## config.mk

```make
export PLATFORM = sky130hd
export DESIGN_NAME = length_prefixed_frame_receiver_flat
export DESIGN_NICKNAME = d
export VERILOG_FILES = /design/src/hdl/lpfr_pkg.sv /design/src/hdl/lpfr_if.sv /design/src/hdl/length_prefixed_frame_receiver.sv /design/src/flat_wrapper.sv
export VERILOG_INCLUDE_DIRS = /design/src /design/src/hdl
export SDC_FILE = /design/constraint.sdc
export NUM_CORES = 1
export LEC_CHECK = 0
export BUFFER_PORTS_ARGS = -buffer_cell sky130_fd_sc_hd__buf_2
export CORE_MARGIN = 2
export CORE_UTILIZATION = 43
export CTS_CLUSTER_SIZE = 16
export DETAILED_ROUTE_END_ITERATION = 12
export PLACE_DENSITY = 0.65
export SETUP_SLACK_MARGIN = 0.05
export SYNTH_ARGS = -nofsm -noshare
export SYNTH_HDL_FRONTEND = slang
export SYNTH_SLANG_ARGS = --single-unit
```

## constraint.sdc

```tcl
create_clock -name clk -period 3.45 [get_ports clk]
set_input_delay 0.345 -clock clk [delete_from_list [all_inputs] [get_ports clk]]
set_output_delay 0.345 -clock clk [all_outputs]
set_load 0.02 [all_outputs]
```

## src/hdl/length_prefixed_frame_receiver_macros.svh

```systemverilog
// ----------------------------------------------------------------------------
// length_prefixed_frame_receiver_macros
// assertion macros of the frame receiver module
// ----------------------------------------------------------------------------
`ifndef LENGTH_PREFIXED_FRAME_RECEIVER_MACROS_SVH
`define LENGTH_PREFIXED_FRAME_RECEIVER_MACROS_SVH

// same-cycle implication, checked outside reset
`define LPFR_ASSERT_IMPL(label, clk, rst_n, ante, cons) \
    label: assert property (@(posedge clk) disable iff (!rst_n) (ante) |-> (cons)) \
        else $error("lpfr assertion failed");

// next-cycle implication, checked outside reset
`define LPFR_ASSERT_NEXT(label, clk, rst_n, ante, cons) \
    label: assert property (@(posedge clk) disable iff (!rst_n) (ante) |=> (cons)) \
        else $error("lpfr assertion failed");

`endif

```

## src/hdl/lpfr_pkg.sv

```systemverilog
// ----------------------------------------------------------------------------
// lpfr_pkg
// widths, frame markers and result kinds of the frame receiver
// ----------------------------------------------------------------------------
package lpfr_pkg;

    localparam int BYTE_W = 8;
    localparam int LEN_W  = 16;

    localparam logic [BYTE_W-1:0] MARK_HASH = 8'h23;
    localparam logic [BYTE_W-1:0] MARK_BANG = 8'h21;
    localparam logic [BYTE_W-1:0] MARK_STAR = 8'h2A;
    localparam logic [BYTE_W-1:0] MARK_AMP  = 8'h26;

    typedef enum logic [1:0] {
        KIND_NONE    = 2'd0,
        KIND_PAYLOAD = 2'd1,
        KIND_DONE    = 2'd2
    } kind_t;

endpackage

```

## src/hdl/lpfr_if.sv

```systemverilog
// ----------------------------------------------------------------------------
// lpfr_if
// valid/ready channels of the frame receiver: byte input and result output
// ----------------------------------------------------------------------------
interface lpfr_byte_if;
    logic                        valid;
    logic                        ready;
    logic [lpfr_pkg::BYTE_W-1:0] rx_byte;

    modport source (output valid, output rx_byte, input ready);
    modport sink   (input valid, input rx_byte, output ready);
endinterface

interface lpfr_result_if;
    logic                        valid;
    logic                        ready;
    lpfr_pkg::kind_t             kind;
    logic [lpfr_pkg::LEN_W-1:0]  payload_index;
    logic [lpfr_pkg::BYTE_W-1:0] payload_byte;
    logic [lpfr_pkg::LEN_W-1:0]  frame_length;
    logic [lpfr_pkg::BYTE_W-1:0] check_byte;

    modport source (output valid, output kind, output payload_index, output payload_byte,
                    output frame_length, output check_byte, input ready);
    modport sink   (input valid, input kind, input payload_index, input payload_byte,
                    input frame_length, input check_byte, output ready);
endinterface

```

## src/hdl/length_prefixed_frame_receiver.sv

```systemverilog
// ----------------------------------------------------------------------------
// length_prefixed_frame_receiver
// follows '#' '!' len_hi len_lo payload '*' check '&' frames byte by byte
// ----------------------------------------------------------------------------
// usage
//   rx carries one received byte per transaction; result returns exactly one
//   transaction per accepted byte: kind none, payload byte with its index, or
//   frame complete with the declared length and the captured check byte
//   fields that do not belong to the kind are zero
//   the result is registered: it is valid the cycle after its byte is accepted
//   throughput: one byte per cycle; the frame state updates in the same cycle
//   a byte is taken, and a single result register holds the answer
//   stall: while a result waits and result.ready is low, rx.ready is low; a
//   result taken in the same cycle frees the register for the next byte
//   reset: rst_n low returns to waiting for '#', clears length, count and
//   check byte, and drops result.valid
//   the check byte is not verified; a zero length skips the payload phase
// ----------------------------------------------------------------------------
module length_prefixed_frame_receiver
(
    input  logic          clk,
    input  logic          rst_n,
    lpfr_byte_if.sink     rx,
    lpfr_result_if.source result
);

`include "length_prefixed_frame_receiver_macros.svh"

    typedef enum logic [2:0] {
        PH_IDLE    = 3'd0,
        PH_BANG    = 3'd1,
        PH_LEN_HI  = 3'd2,
        PH_LEN_LO  = 3'd3,
        PH_PAYLOAD = 3'd4,
        PH_STAR    = 3'd5,
        PH_CHECK   = 3'd6,
        PH_AMP     = 3'd7
    } phase_t;

    localparam int LW = lpfr_pkg::LEN_W;
    localparam int BW = lpfr_pkg::BYTE_W;

    phase_t          phase_reg,  phase_next;
    logic [LW-1:0]   length_reg, length_next;
    logic [LW-1:0]   count_reg,  count_next;
    logic [BW-1:0]   check_reg,  check_next;

    logic            out_valid_reg;
    lpfr_pkg::kind_t kind_reg,   kind_next;
    logic [LW-1:0]   pidx_reg,   pidx_next;
    logic [BW-1:0]   pbyte_reg,  pbyte_next;
    logic [LW-1:0]   flen_reg,   flen_next;
    logic [BW-1:0]   chk_reg,    chk_next;

    logic            accept;
    logic [BW-1:0]   b;
    logic [LW-1:0]   len_lo_value;
    logic            last_payload;

    assign rx.ready = !out_valid_reg || result.ready;
    assign accept   = rx.valid && rx.ready;
    assign b        = rx.rx_byte;

    assign len_lo_value = {length_reg[LW-1:BW], b};
    assign last_payload = ({1'b0, count_reg} + {{LW{1'b0}}, 1'b1}) >= {1'b0, length_reg};

    always_comb
    begin
        phase_next  = phase_reg;
        length_next = length_reg;
        count_next  = count_reg;
        check_next  = check_reg;
        kind_next   = lpfr_pkg::KIND_NONE;
        pidx_next   = '0;
        pbyte_next  = '0;
        flen_next   = '0;
        chk_next    = '0;
        unique case (phase_reg)
            PH_IDLE:
            begin
                if (b == lpfr_pkg::MARK_HASH)
                begin
                    phase_next = PH_BANG;
                end
            end
            PH_BANG:
            begin
                if (b == lpfr_pkg::MARK_BANG)
                begin
                    phase_next = PH_LEN_HI;
                end
            end
            PH_LEN_HI:
            begin
                length_next = {b, {(LW-BW){1'b0}}};
                phase_next  = PH_LEN_LO;
            end
            PH_LEN_LO:
            begin
                length_next = len_lo_value;
                count_next  = '0;
                phase_next  = (len_lo_value == '0) ? PH_STAR : PH_PAYLOAD;
            end
            PH_PAYLOAD:
            begin
                kind_next  = lpfr_pkg::KIND_PAYLOAD;
                pidx_next  = count_reg;
                pbyte_next = b;
                if (last_payload)
                begin
                    count_next = '0;
                    phase_next = PH_STAR;
                end
                else
                begin
                    count_next = count_reg + {{(LW-1){1'b0}}, 1'b1};
                end
            end
            PH_STAR:
            begin
                if (b == lpfr_pkg::MARK_STAR)
                begin
                    phase_next = PH_CHECK;
                end
            end
            PH_CHECK:
            begin
                check_next = b;
                phase_next = PH_AMP;
            end
            PH_AMP:
            begin
                if (b == lpfr_pkg::MARK_AMP)
                begin
                    kind_next  = lpfr_pkg::KIND_DONE;
                    flen_next  = length_reg;
                    chk_next   = check_reg;
                    phase_next = PH_IDLE;
                end
            end
            default:
            begin
                phase_next = PH_IDLE;
            end
        endcase
    end

    always_ff @(posedge clk or negedge rst_n)
    begin
        if (!rst_n)
        begin
            phase_reg     <= PH_IDLE;
            length_reg    <= '0;
            count_reg     <= '0;
            check_reg     <= '0;
            out_valid_reg <= 1'b0;
            kind_reg      <= lpfr_pkg::KIND_NONE;
            pidx_reg      <= '0;
            pbyte_reg     <= '0;
            flen_reg      <= '0;
            chk_reg       <= '0;
        end
        else
        begin
            if (accept)
            begin
                phase_reg     <= phase_next;
                length_reg    <= length_next;
                count_reg     <= count_next;
                check_reg     <= check_next;
                out_valid_reg <= 1'b1;
                kind_reg      <= kind_next;
                pidx_reg      <= pidx_next;
                pbyte_reg     <= pbyte_next;
                flen_reg      <= flen_next;
                chk_reg       <= chk_next;
            end
            else if (result.ready)
            begin
                out_valid_reg <= 1'b0;
            end
        end
    end

    assign result.valid         = out_valid_reg;
    assign result.kind          = kind_reg;
    assign result.payload_index = pidx_reg;
    assign result.payload_byte  = pbyte_reg;
    assign result.frame_length  = flen_reg;
    assign result.check_byte    = chk_reg;

    `LPFR_ASSERT_NEXT(a_accept_gives_result, clk, rst_n, accept, out_valid_reg)
    `LPFR_ASSERT_NEXT(a_payload_kind, clk, rst_n, accept && phase_reg == PH_PAYLOAD,
                      kind_reg == lpfr_pkg::KIND_PAYLOAD)
    `LPFR_ASSERT_IMPL(a_payload_len_nonzero, clk, rst_n, phase_reg == PH_PAYLOAD,
                      length_reg != '0 && count_reg < length_reg)
    `LPFR_ASSERT_IMPL(a_none_fields_zero, clk, rst_n,
                      out_valid_reg && kind_reg == lpfr_pkg::KIND_NONE,
                      pidx_reg == '0 && pbyte_reg == '0 && flen_reg == '0 && chk_reg == '0)
    `LPFR_ASSERT_IMPL(a_count_outside_payload, clk, rst_n,
                      phase_reg != PH_PAYLOAD && phase_reg != PH_LEN_LO, count_reg == '0)

endmodule

```

## src/flat_wrapper.sv

```systemverilog
// flat-port wrapper written by rule: the top's interface ports become plain ports
module length_prefixed_frame_receiver_flat 
  (clk, rst_n, rx_valid, rx_rx_byte, rx_ready, result_valid, result_kind, result_payload_index, result_payload_byte, result_frame_length, result_check_byte, result_ready);
  lpfr_byte_if rx_i ();
  lpfr_result_if result_i ();
  input  logic clk;
  input  logic rst_n;
  input wire logic [$bits(rx_i.valid)-1:0] rx_valid;
  input wire logic [$bits(rx_i.rx_byte)-1:0] rx_rx_byte;
  output wire logic [$bits(rx_i.ready)-1:0] rx_ready;
  output wire logic [$bits(result_i.valid)-1:0] result_valid;
  output wire logic [$bits(result_i.kind)-1:0] result_kind;
  output wire logic [$bits(result_i.payload_index)-1:0] result_payload_index;
  output wire logic [$bits(result_i.payload_byte)-1:0] result_payload_byte;
  output wire logic [$bits(result_i.frame_length)-1:0] result_frame_length;
  output wire logic [$bits(result_i.check_byte)-1:0] result_check_byte;
  input wire logic [$bits(result_i.ready)-1:0] result_ready;
  assign rx_i.valid = rx_valid;
  assign rx_i.rx_byte = rx_rx_byte;
  assign rx_ready = rx_i.ready;
  assign result_valid = result_i.valid;
  assign result_kind = result_i.kind;
  assign result_payload_index = result_i.payload_index;
  assign result_payload_byte = result_i.payload_byte;
  assign result_frame_length = result_i.frame_length;
  assign result_check_byte = result_i.check_byte;
  assign result_i.ready = result_ready;
  length_prefixed_frame_receiver u_core (.clk(clk), .rst_n(rst_n), .rx(rx_i), .result(result_i));
endmodule
```

==> Word-level counts from Yosys, hierarchy flattened <==
Index checks and enable logic that the tools add are counted.
{ "totals": {"register_bits": 94, "out_inout_bits": 52, "elab_cells": 64, "input_bits": 12} }
{ "classes": {"reduce_logical": 13, "n_bitwise": 1, "eq_ne": 16, "mux": 20, "add_sub_neg": 2, "magnitude_cmp": 1} }
{ "op_table": {"columns": ["operator", "n"], "rows": [
  ["two-way mux 16 bit", 4],
  ["case mux 16 bit (2 select lines)", 2],
  ["== test 8 x 6 -> 1 bit, second input constant", 4],
  ["two-way mux 8 bit", 3],
  ["case mux 3 bit (8 select lines)", 1],
  ["adder 16 x 1 -> 17 bit, second input constant", 1],
  ["greater-or-equal comparator 17 x 16 -> 1 bit", 1],
  ["adder 16 x 1 -> 16 bit, second input constant", 1],
  ["zero test 16 bit", 1],
  ["two-way mux 3 bit", 5],
  ["== test 3 bit, second input constant", 4],
  ["!= test 2 x 1 -> 1 bit, second input constant", 5],
  ["== test 3 x 2 -> 1 bit, second input constant", 2],
  ["AND reduction 2 bit", 3],
  ["AND reduction 6 bit", 1],
  ["nonzero test 2 bit", 3],
  ["case mux 2 bit (2 select lines)", 1],
  ["== test 3 x 1 -> 1 bit, second input constant", 1],
  ["zero test 3 bit", 1],
  ["two-way mux 1 bit", 3],
  ["AND reduction 3 bit", 1],
  ["two-way mux 2 bit", 1],
  ["logical AND 1 bit", 1],
  ["zero test 1 bit", 1],
  ["other kinds (2)", 2]
]} }

==> Logic depth before layout (Yosys ltp) <==
Gate-level depths: netlist of the first run.
{ "depth": {"depth_word": 4, "ltp_mapped": 15, "mapped_depth_nobuf": 12} }

==> Least setup slack after synthesis of the first run <==
Ideal clock, no wire load.
{ "synth_path": {"path_type": "flip-flop to flip-flop", "from": "register u_core.count_reg[0]", "to": "register u_core.count_reg[5]", "t_arrival_ns": 3.221, "required_time_ns": 3.324, "path_buffers": 2, "period_less_slack_ns": 3.347, "stages_incl_launch_ff": 14, "setup_ns": 0.126, "slack_ns": 0.103, "path_cell_list": "dfrtp_1 ha_1 nand3_1 nand2b_1 clkbuf_2 or2_2 xnor2_1 ha_1 nand2_1 nor3_1 o41a_1 clkbuf_1 nor3_1 a221o_1"} }
{ "synth_between": {"elab_chain_len": 4, "elab_cells_between_ends": 5, "classes_between": "add/sub: 2; order compare: 1; mux: 2"} }
{ "synth_rtl": {"columns": ["element", "line_no", "text"], "rows": [
  ["start: declaration", "length_prefixed_frame_receiver.sv:45", "logic [LW-1:0] count_reg, count_next;"],
  ["start signal: assignment", "length_prefixed_frame_receiver.sv:169", "count_reg <= count_next;"],
  ["adder 16 x 1 -> 17 bit", "length_prefixed_frame_receiver.sv:65", "assign last_payload = ({1'b0, count_reg} + {{LW{1'b0}}, 1'b1}) >= {1'b0, length_reg};"],
  ["greater-or-equal comparator 17 x 16 -> 1 bit", "length_prefixed_frame_receiver.sv:65", null],
  ["two-way mux 16 bit (*)", "length_prefixed_frame_receiver.sv:109", "if (last_payload)"],
  ["case mux 16 bit (2 select lines) (*)", "length_prefixed_frame_receiver.sv:78", "unique case (phase_reg)"]
]} }
Every way passes the cells marked *; elsewhere a longest branch is shown, timed or not.
A chain may end at the register's enable or synchronous reset.

==> Worst setup path in the final report of the first run <==
{ "layout_path": {"from": "register u_core.count_reg[0]", "to": "register u_core.count_reg[11]"} }
The elaborated chain is that of the path after synthesis.

==> results of run 1 <==
## power by group
part / total (mW) / internal [mW] / switching, mW
sequential: 1.58 / 1.33 / 0.255
combinational: 1.11 / 0.477 / 0.630
clock: 0.805 / 0.414 / 0.391
## path summary, 6_finish.rpt
kind / start / slack (ns) / endpoint / cells after the start
max reg2reg: u_core.count_reg[0]$_DFFE_PN0P_ / 0.20 / u_core.count_reg[11]$_DFFE_PN0P_ / 13
max in group asynchronous: rst_n / 2.65 / u_core.result.payload_index[1]$_DFFE_PN0P_ / 2
max: u_core.count_reg[0]$_DFFE_PN0P_ / 0.20 / u_core.count_reg[11]$_DFFE_PN0P_ / 13
min reg2reg: u_core.result.kind[1]$_DFFE_PN0P_ / 0.49 / u_core.result.kind[1]$_DFFE_PN0P_ / 1
min in group clk: rx_valid / 0.21 / u_core.result.valid$_DFFE_PN0P_ / 2
min: rst_n / 0.08 / u_core.check_reg[5]$_DFFE_PN0P_ / 1
## synthesized netlist by cell type, drive strengths merged
library cell / count
ha: 17
xor2: 3
a21o: 5
nand2b: 4
o2bb2ai: 4
or3: 5
nor2b: 1
a21boi: 2
a211o: 1
nor2: 14
o41ai: 5
nand4: 6
o31ai: 1
or4b: 1
mux2: 17
or2: 4
o41a: 2
a21oi: 5
a2bb2oi: 1
a221o: 1
a31o: 1
and3: 4
a41oi: 1
nor4b: 1
a211oi: 3
and3b: 1
buf: 8
nand2: 43
and2: 2
nor4: 8
and2b: 1
a31oi: 3
nand4bb: 1
a22o: 51
nor3b: 1
nand3: 12
nor3: 8
clkbuf: 20
inv: 18
o21bai: 1
xnor2: 11
o21ai: 13
dfrtp: 94
## layout make-up
cell class | count | area [sq um]
Clock buffer | 10 | 128
Inverter | 18 | 67.6
Clock inverter | 6 | 92.6
Multi-Input combinational cell | 265 | 2030
Tap cell | 136 | 170
Sequential cell | 94 | 2350
Fill cell | 924 | 5000
Timing Repair Buffer | 80 | 445
## metal layers
| metal | vias to the layer above | share of wire | GRT usage |
|---|---|---|---|
| met3 | 7 | 0.034 | 0.0395 |
| met1 | 1698 | 0.48 | 0.263 |
| li1 | 1609 | - | - |
| met4 | 0 | 0.012 | 0.0575 |
| met2 | 58 | 0.48 | 0.306 |
| met5 | - | 0 | 0 |
## what timing repair did
item	CTS	global route
setup endpoints to repair	0	16
setup buffers	0	3
gates resized for setup	0	5
## worst max-delay path, stage by stage, from the launching register on
cell     delay (ns)
dfrtp_1        0.49
ha_1           0.22
nand3_1        0.11
buf_4          0.18
inv_1          0.06
and3_1         0.16
xor2_1         0.21
ha_1           0.28
nand4_1        0.12
nor3_1         0.07
o41a_1         0.43
buf_4          0.19
or3_4          0.46
o31ai_4        0.18
## cells by family (layout without fill, tap and decap cells)
group	Yosys count	in the layout	share of synthesized area
buffers and inverters	46	114	0.0444
adder cells (fa/ha/maj)	17	17	0.0468
AO/OA/AOI/OAI	100	100	0.190
AND/OR/NAND/NOR	117	117	0.132
XOR/XNOR	14	14	0.0270
flip-flops	94	94	0.518
multiplexers	17	17	0.0422
==> results.sh, run 1 <==
export IMPL_routabilityCongestion=0.795
export IMPL_final_hold_viol_count=0
export IMPL_port_buffers=63
export IMPL_fin_crit_sh=0.941
export IMPL_ys_seq_elements=94
export IMPL_hold_path_class="input port to asynchronous set/reset pin"
export IMPL_die_width_um=107
export IMPL_placedCellCount=590
export IMPL_tritoncts="done"
export IMPL_ir_worst_vdd_v=0.000331
export IMPL_maxCapViolCount=0
export IMPL_clkLatencyLatePin_ns=0.36
export IMPL_post_synth_main_area_contributors="dfrtp_1 (52%), a22o_1 (9.8%), ha_1 (4.7%), mux2_2 (4.2%), nand2_1 (3.6%)"
export IMPL_syn_cell_area_sq_um=4540
export IMPL_maxSlewViolCount=0
export IMPL_die_h_um=107
export IMPL_rows=37
export IMPL_syn_num_nets=434
export IMPL_wl_um=10300
export IMPL_area_delta_synth_final_pct=16.3
export IMPL_drtIter0Drc=178
export IMPL_hold_slack_ns=0.0785
export IMPL_synth_top_area_frac=0.518
export IMPL_start_util=0.442
export IMPL_cts_root_buf="clkbuf_8"
export IMPL_hpwlAfterDp_um=7300
export IMPL_grt_max_degree=68
export IMPL_setup_tns_final_ns=0
export IMPL_crit_path_end_kind="flip-flop"
export IMPL_die_area_sq_um=11400
export IMPL_yosysTopAreaCell="dfrtp_1"
export IMPL_wl_per_cell_um=16.9
export IMPL_period_minus_slack_ns=3.25
export IMPL_p_leak_nw=2.61
export IMPL_status="completed"
export IMPL_path_class="flip-flop to flip-flop"
export IMPL_fin_ws_ns=0.203
export IMPL_crit_required_ns=3.72
export IMPL_coreArea_sq_um=10300
export IMPL_vias_per_cell=5.54
export IMPL_fin_skew_ns=0.0107
export IMPL_yosysUniqueCellTypes=51
export IMPL_hold_buffers=0
export IMPL_powerDensity_nw_per_um2=662
export IMPL_clock_path_buffers=2
export IMPL_synth_seq_area_share=0.518
export IMPL_antenna_found_initial=0
export IMPL_critPathLaunchType="flip-flop"
export IMPL_dp_slack_ns=0.126
export IMPL_slew_headroom=0.362
export IMPL_tightest_slew_ns=0.957
export IMPL_finalPower_mw=3.50
export IMPL_drc=0
export IMPL_design_area_sq_um=5280
export IMPL_grt_pass1_wl_um=17000
export IMPL_cp_arrival_ns=3.52
export IMPL_grt_overflow_total=0
export IMPL_drt_antenna_violating_nets=0
export IMPL_rsz0062_at_grt="no"
export IMPL_setup_viol_count_final=0
export IMPL_syn_area_per_cell_sq_um=11.2
export IMPL_htreeDepth=3
export IMPL_diodes=0
export IMPL_numCtsBuffers=9
export IMPL_ios=64
export IMPL_critPathMaxFanout=8
export IMPL_final_util=0.514
export IMPL_final_cells=609
export IMPL_drive_gt1_frac=0.285
export IMPL_vias=3372
export IMPL_ys_warn_count=0
export IMPL_synth_cells=405
export IMPL_placed_cell_area_sq_um=5010
export IMPL_grt_pass1_vias=3384
export IMPL_clkTransAtPathRegs_ns=0.09
export IMPL_nNetsFinal=497
export IMPL_mostFrequentLayoutCells="dfrtp_1 (94), buf_2 (62), a22o_1 (51), nand2_1 (42)"
export IMPL_first_pass_iters=4
export IMPL_final_common_cell="dfrtp_1"
export IMPL_max_freq_mhz=308
export IMPL_clock_sinks=94
export IMPL_gr_usage_all_layers=0.191
(Power assumes the default switching activity.)
==> run 2: changes to the inputs <==
--- a/config.mk
+++ b/config.mk
@@ -7,11 +7,13 @@
 export NUM_CORES = 1
 export LEC_CHECK = 0
 export BUFFER_PORTS_ARGS = -buffer_cell sky130_fd_sc_hd__buf_2
+export CELL_PAD_IN_SITES_DETAIL_PLACEMENT = 2
+export CELL_PAD_IN_SITES_GLOBAL_PLACEMENT = 2
 export CORE_MARGIN = 2
-export CORE_UTILIZATION = 43
+export CORE_UTILIZATION = 34
 export CTS_CLUSTER_SIZE = 16
 export DETAILED_ROUTE_END_ITERATION = 12
-export PLACE_DENSITY = 0.65
+export PLACE_DENSITY_LB_ADDON = 0.1
 export SETUP_SLACK_MARGIN = 0.05
 export SYNTH_ARGS = -nofsm -noshare
 export SYNTH_HDL_FRONTEND = slang
==> run 2 against run 1 <==
  * Register-to-register slack improved by 0.03 ns
  * Clock power rose by 35%
  * Largest cell class unchanged
  * Core utilization fell by 9.3 points
  * First-iteration DRC count fell by 45%
  * Worst hold slack improved by 0.056 ns
  * Highest routed layer unchanged
  * Routed wire length rose by 27%
  * Cell count rose by 8.5%
  * Count of clock-buffer cells in the layout rose by 1
  * Critical path type unchanged
==> results.sh, run 2 (synthesized netlist as in run 1, its figures left out) <==
export IMPL_path_class="flip-flop to flip-flop"
export IMPL_coreArea_sq_um=13100
export IMPL_slew_headroom=0.356
export IMPL_routabilityCongestion=0.804
export IMPL_period_minus_slack_ns=3.22
export IMPL_setup_viol_count_final=0
export IMPL_grt_pass1_wl_um=21800
export IMPL_die_width_um=120
export IMPL_finalPower_mw=3.88
export IMPL_grt_max_degree=75
export IMPL_r2r_worst_path_cells=12
export IMPL_start_util=0.346
export IMPL_numCtsBuffers=9
export IMPL_vias_per_cell=5.25
export IMPL_gr_usage_all_layers=0.197
export IMPL_ios=64
export IMPL_grt_overflow_total=0
export IMPL_max_freq_mhz=311
export IMPL_setup_tns_final_ns=0
export IMPL_rows=42
export IMPL_drc=0
export IMPL_final_hold_viol_count=0
export IMPL_wl_per_cell_um=19.7
export IMPL_antenna_found_initial=0
export IMPL_critPathLaunchType="flip-flop"
export IMPL_crit_required_ns=3.71
export IMPL_tightest_slew_ns=0.967
export IMPL_die_area_sq_um=14300
export IMPL_mostFrequentLayoutCells="dfrtp_1 (85), buf_2 (62), a22o_1 (51), nand2_1 (42), buf_4 (30)"
export IMPL_nNetsFinal=509
export IMPL_cts_root_buf="clkbuf_16"
export IMPL_p_leak_nw=2.69
export IMPL_clkTransAtPathRegs_ns=0.07
export IMPL_port_buffers=63
export IMPL_maxCapViolCount=0
export IMPL_final_util=0.421
export IMPL_htreeDepth=3
export IMPL_area_delta_synth_final_pct=21.9
export IMPL_design_area_sq_um=5530
export IMPL_placed_cell_area_sq_um=5140
export IMPL_status="completed"
export IMPL_critPathMaxFanout=10
export IMPL_ir_worst_vdd_v=0.000243
export IMPL_rsz0062_at_grt="no"
export IMPL_die_h_um=120
export IMPL_maxSlewViolCount=0
export IMPL_hold_buffers=0
export IMPL_final_common_cell="dfrtp_1"
export IMPL_cp_arrival_ns=3.48
export IMPL_clock_path_buffers=2
export IMPL_tritoncts="done"
export IMPL_clock_sinks=94
export IMPL_wl_um=13000
export IMPL_grt_pass1_vias=3947
export IMPL_diodes=0
export IMPL_drt_antenna_violating_nets=0
export IMPL_drtIter0Drc=98
export IMPL_clkLatencyLatePin_ns=0.36
export IMPL_hpwlAfterDp_um=9310
export IMPL_drive_gt1_frac=0.322
export IMPL_crit_path_end_kind="flip-flop"
export IMPL_fin_skew_ns=0.0105
export IMPL_fillers=1390
export IMPL_powerDensity_nw_per_um2=700
export IMPL_first_pass_iters=4
export IMPL_hold_path_class="input port to asynchronous set/reset pin"
export IMPL_vias=3471
export IMPL_fin_crit_sh=0.933
## run 2: changes by cell type in the layout (fill, tap and decap cells not counted), moves of 8 or more
cell,before,now
dfrtp_2,0,9
clkbuf_8,9,1
dfrtp_1,94,85
clkbuf_16,0,9
buf_4,18,30
## run 2: per-stage QoR
stage,std cells,hold slack [ns],setup WS (ns)
floorplan,405,0.0494,0.103
global placement,640,0.456,0.0983
detailed placement,640,0.461,0.0830
CTS,656,0.189,0.0573
global route,661,0.225,0.0509
finish,661,0.134,0.232
## run 2: final cells by class
type | count | area [sq um] | share of cell area
sequential | 94 | 2360 | 0.427
tap | 176 | 220 | 0.0398
multi-input combinational | 265 | 2020 | 0.365
timing repair buffer | 92 | 536 | 0.0968
clock inverter | 5 | 82.6 | 0.0149
inverter | 18 | 67.6 | 0.0122
clock buffer | 11 | 243 | 0.0439
## run 2: worst paths after layout
path | start | to | slack (ns)
hold / removal | rst_n | u_core.result.frame_length[7]$_DFFE_PN0P_ | 0.13
min in group clk | rx_valid | u_core.result.valid$_DFFE_PN0P_ | 0.22
max in group asynchronous | rst_n | u_core.check_reg[5]$_DFFE_PN0P_ | 2.53
setup reg to reg | u_core.count_reg[3]$_DFFE_PN0P_ | u_core.count_reg[11]$_DFFE_PN0P_ | 0.23
hold reg to reg | u_core.result.kind[0]$_DFFE_PN0P_ | u_core.result.kind[0]$_DFFE_PN0P_ | 0.47
setup / recovery | u_core.count_reg[3]$_DFFE_PN0P_ | u_core.count_reg[11]$_DFFE_PN0P_ | 0.23
## run 2: critical path: stages (launching register included)
cell and delay (ns):
dfrtp_2 0.43, nand3_1 0.17, nor2_2 0.17, nand3_1 0.12, or2_2 0.34, xnor2_1 0.15, ha_1 0.19, or4b_4 0.51
a31oi_4 0.19, o21ai_4 0.15, or3_1 0.33, buf_4 0.21, o31ai_4 0.17
## run 2: repair_timing
item / in CTS / in global routing
buffers inserted: 0 / 5
gates resized for setup: 1 / 13
endpoints found under the hold margin: 0 / 0
pin swaps: 0 / 2
setup endpoints to repair: 1 / 16
## run 2: report_power, final
part | total, mW | leakage (nW) | switching (mW) | internal (mW)
registers | 1.57 | 1.24 | 0.240 | 1.33
clock network | 1.09 | 0.148 | 0.436 | 0.655
logic | 1.21 | 1.30 | 0.706 | 0.505
total | 3.88 | 2.69 | 1.38 | 2.49
## run 2: layer usage
| layer | GRT usage | up-vias | routed length (um) |
|---|---|---|---|
| met5 | 0 | - | 0 |
| met4 | 0.0713 | 0 | 226 |
| met3 | 0.0295 | 14 | 258 |
| met2 | 0.314 | 43 | 6310 |
| met1 | 0.273 | 1783 | 6210 |
| li1 | - | 1631 | - |
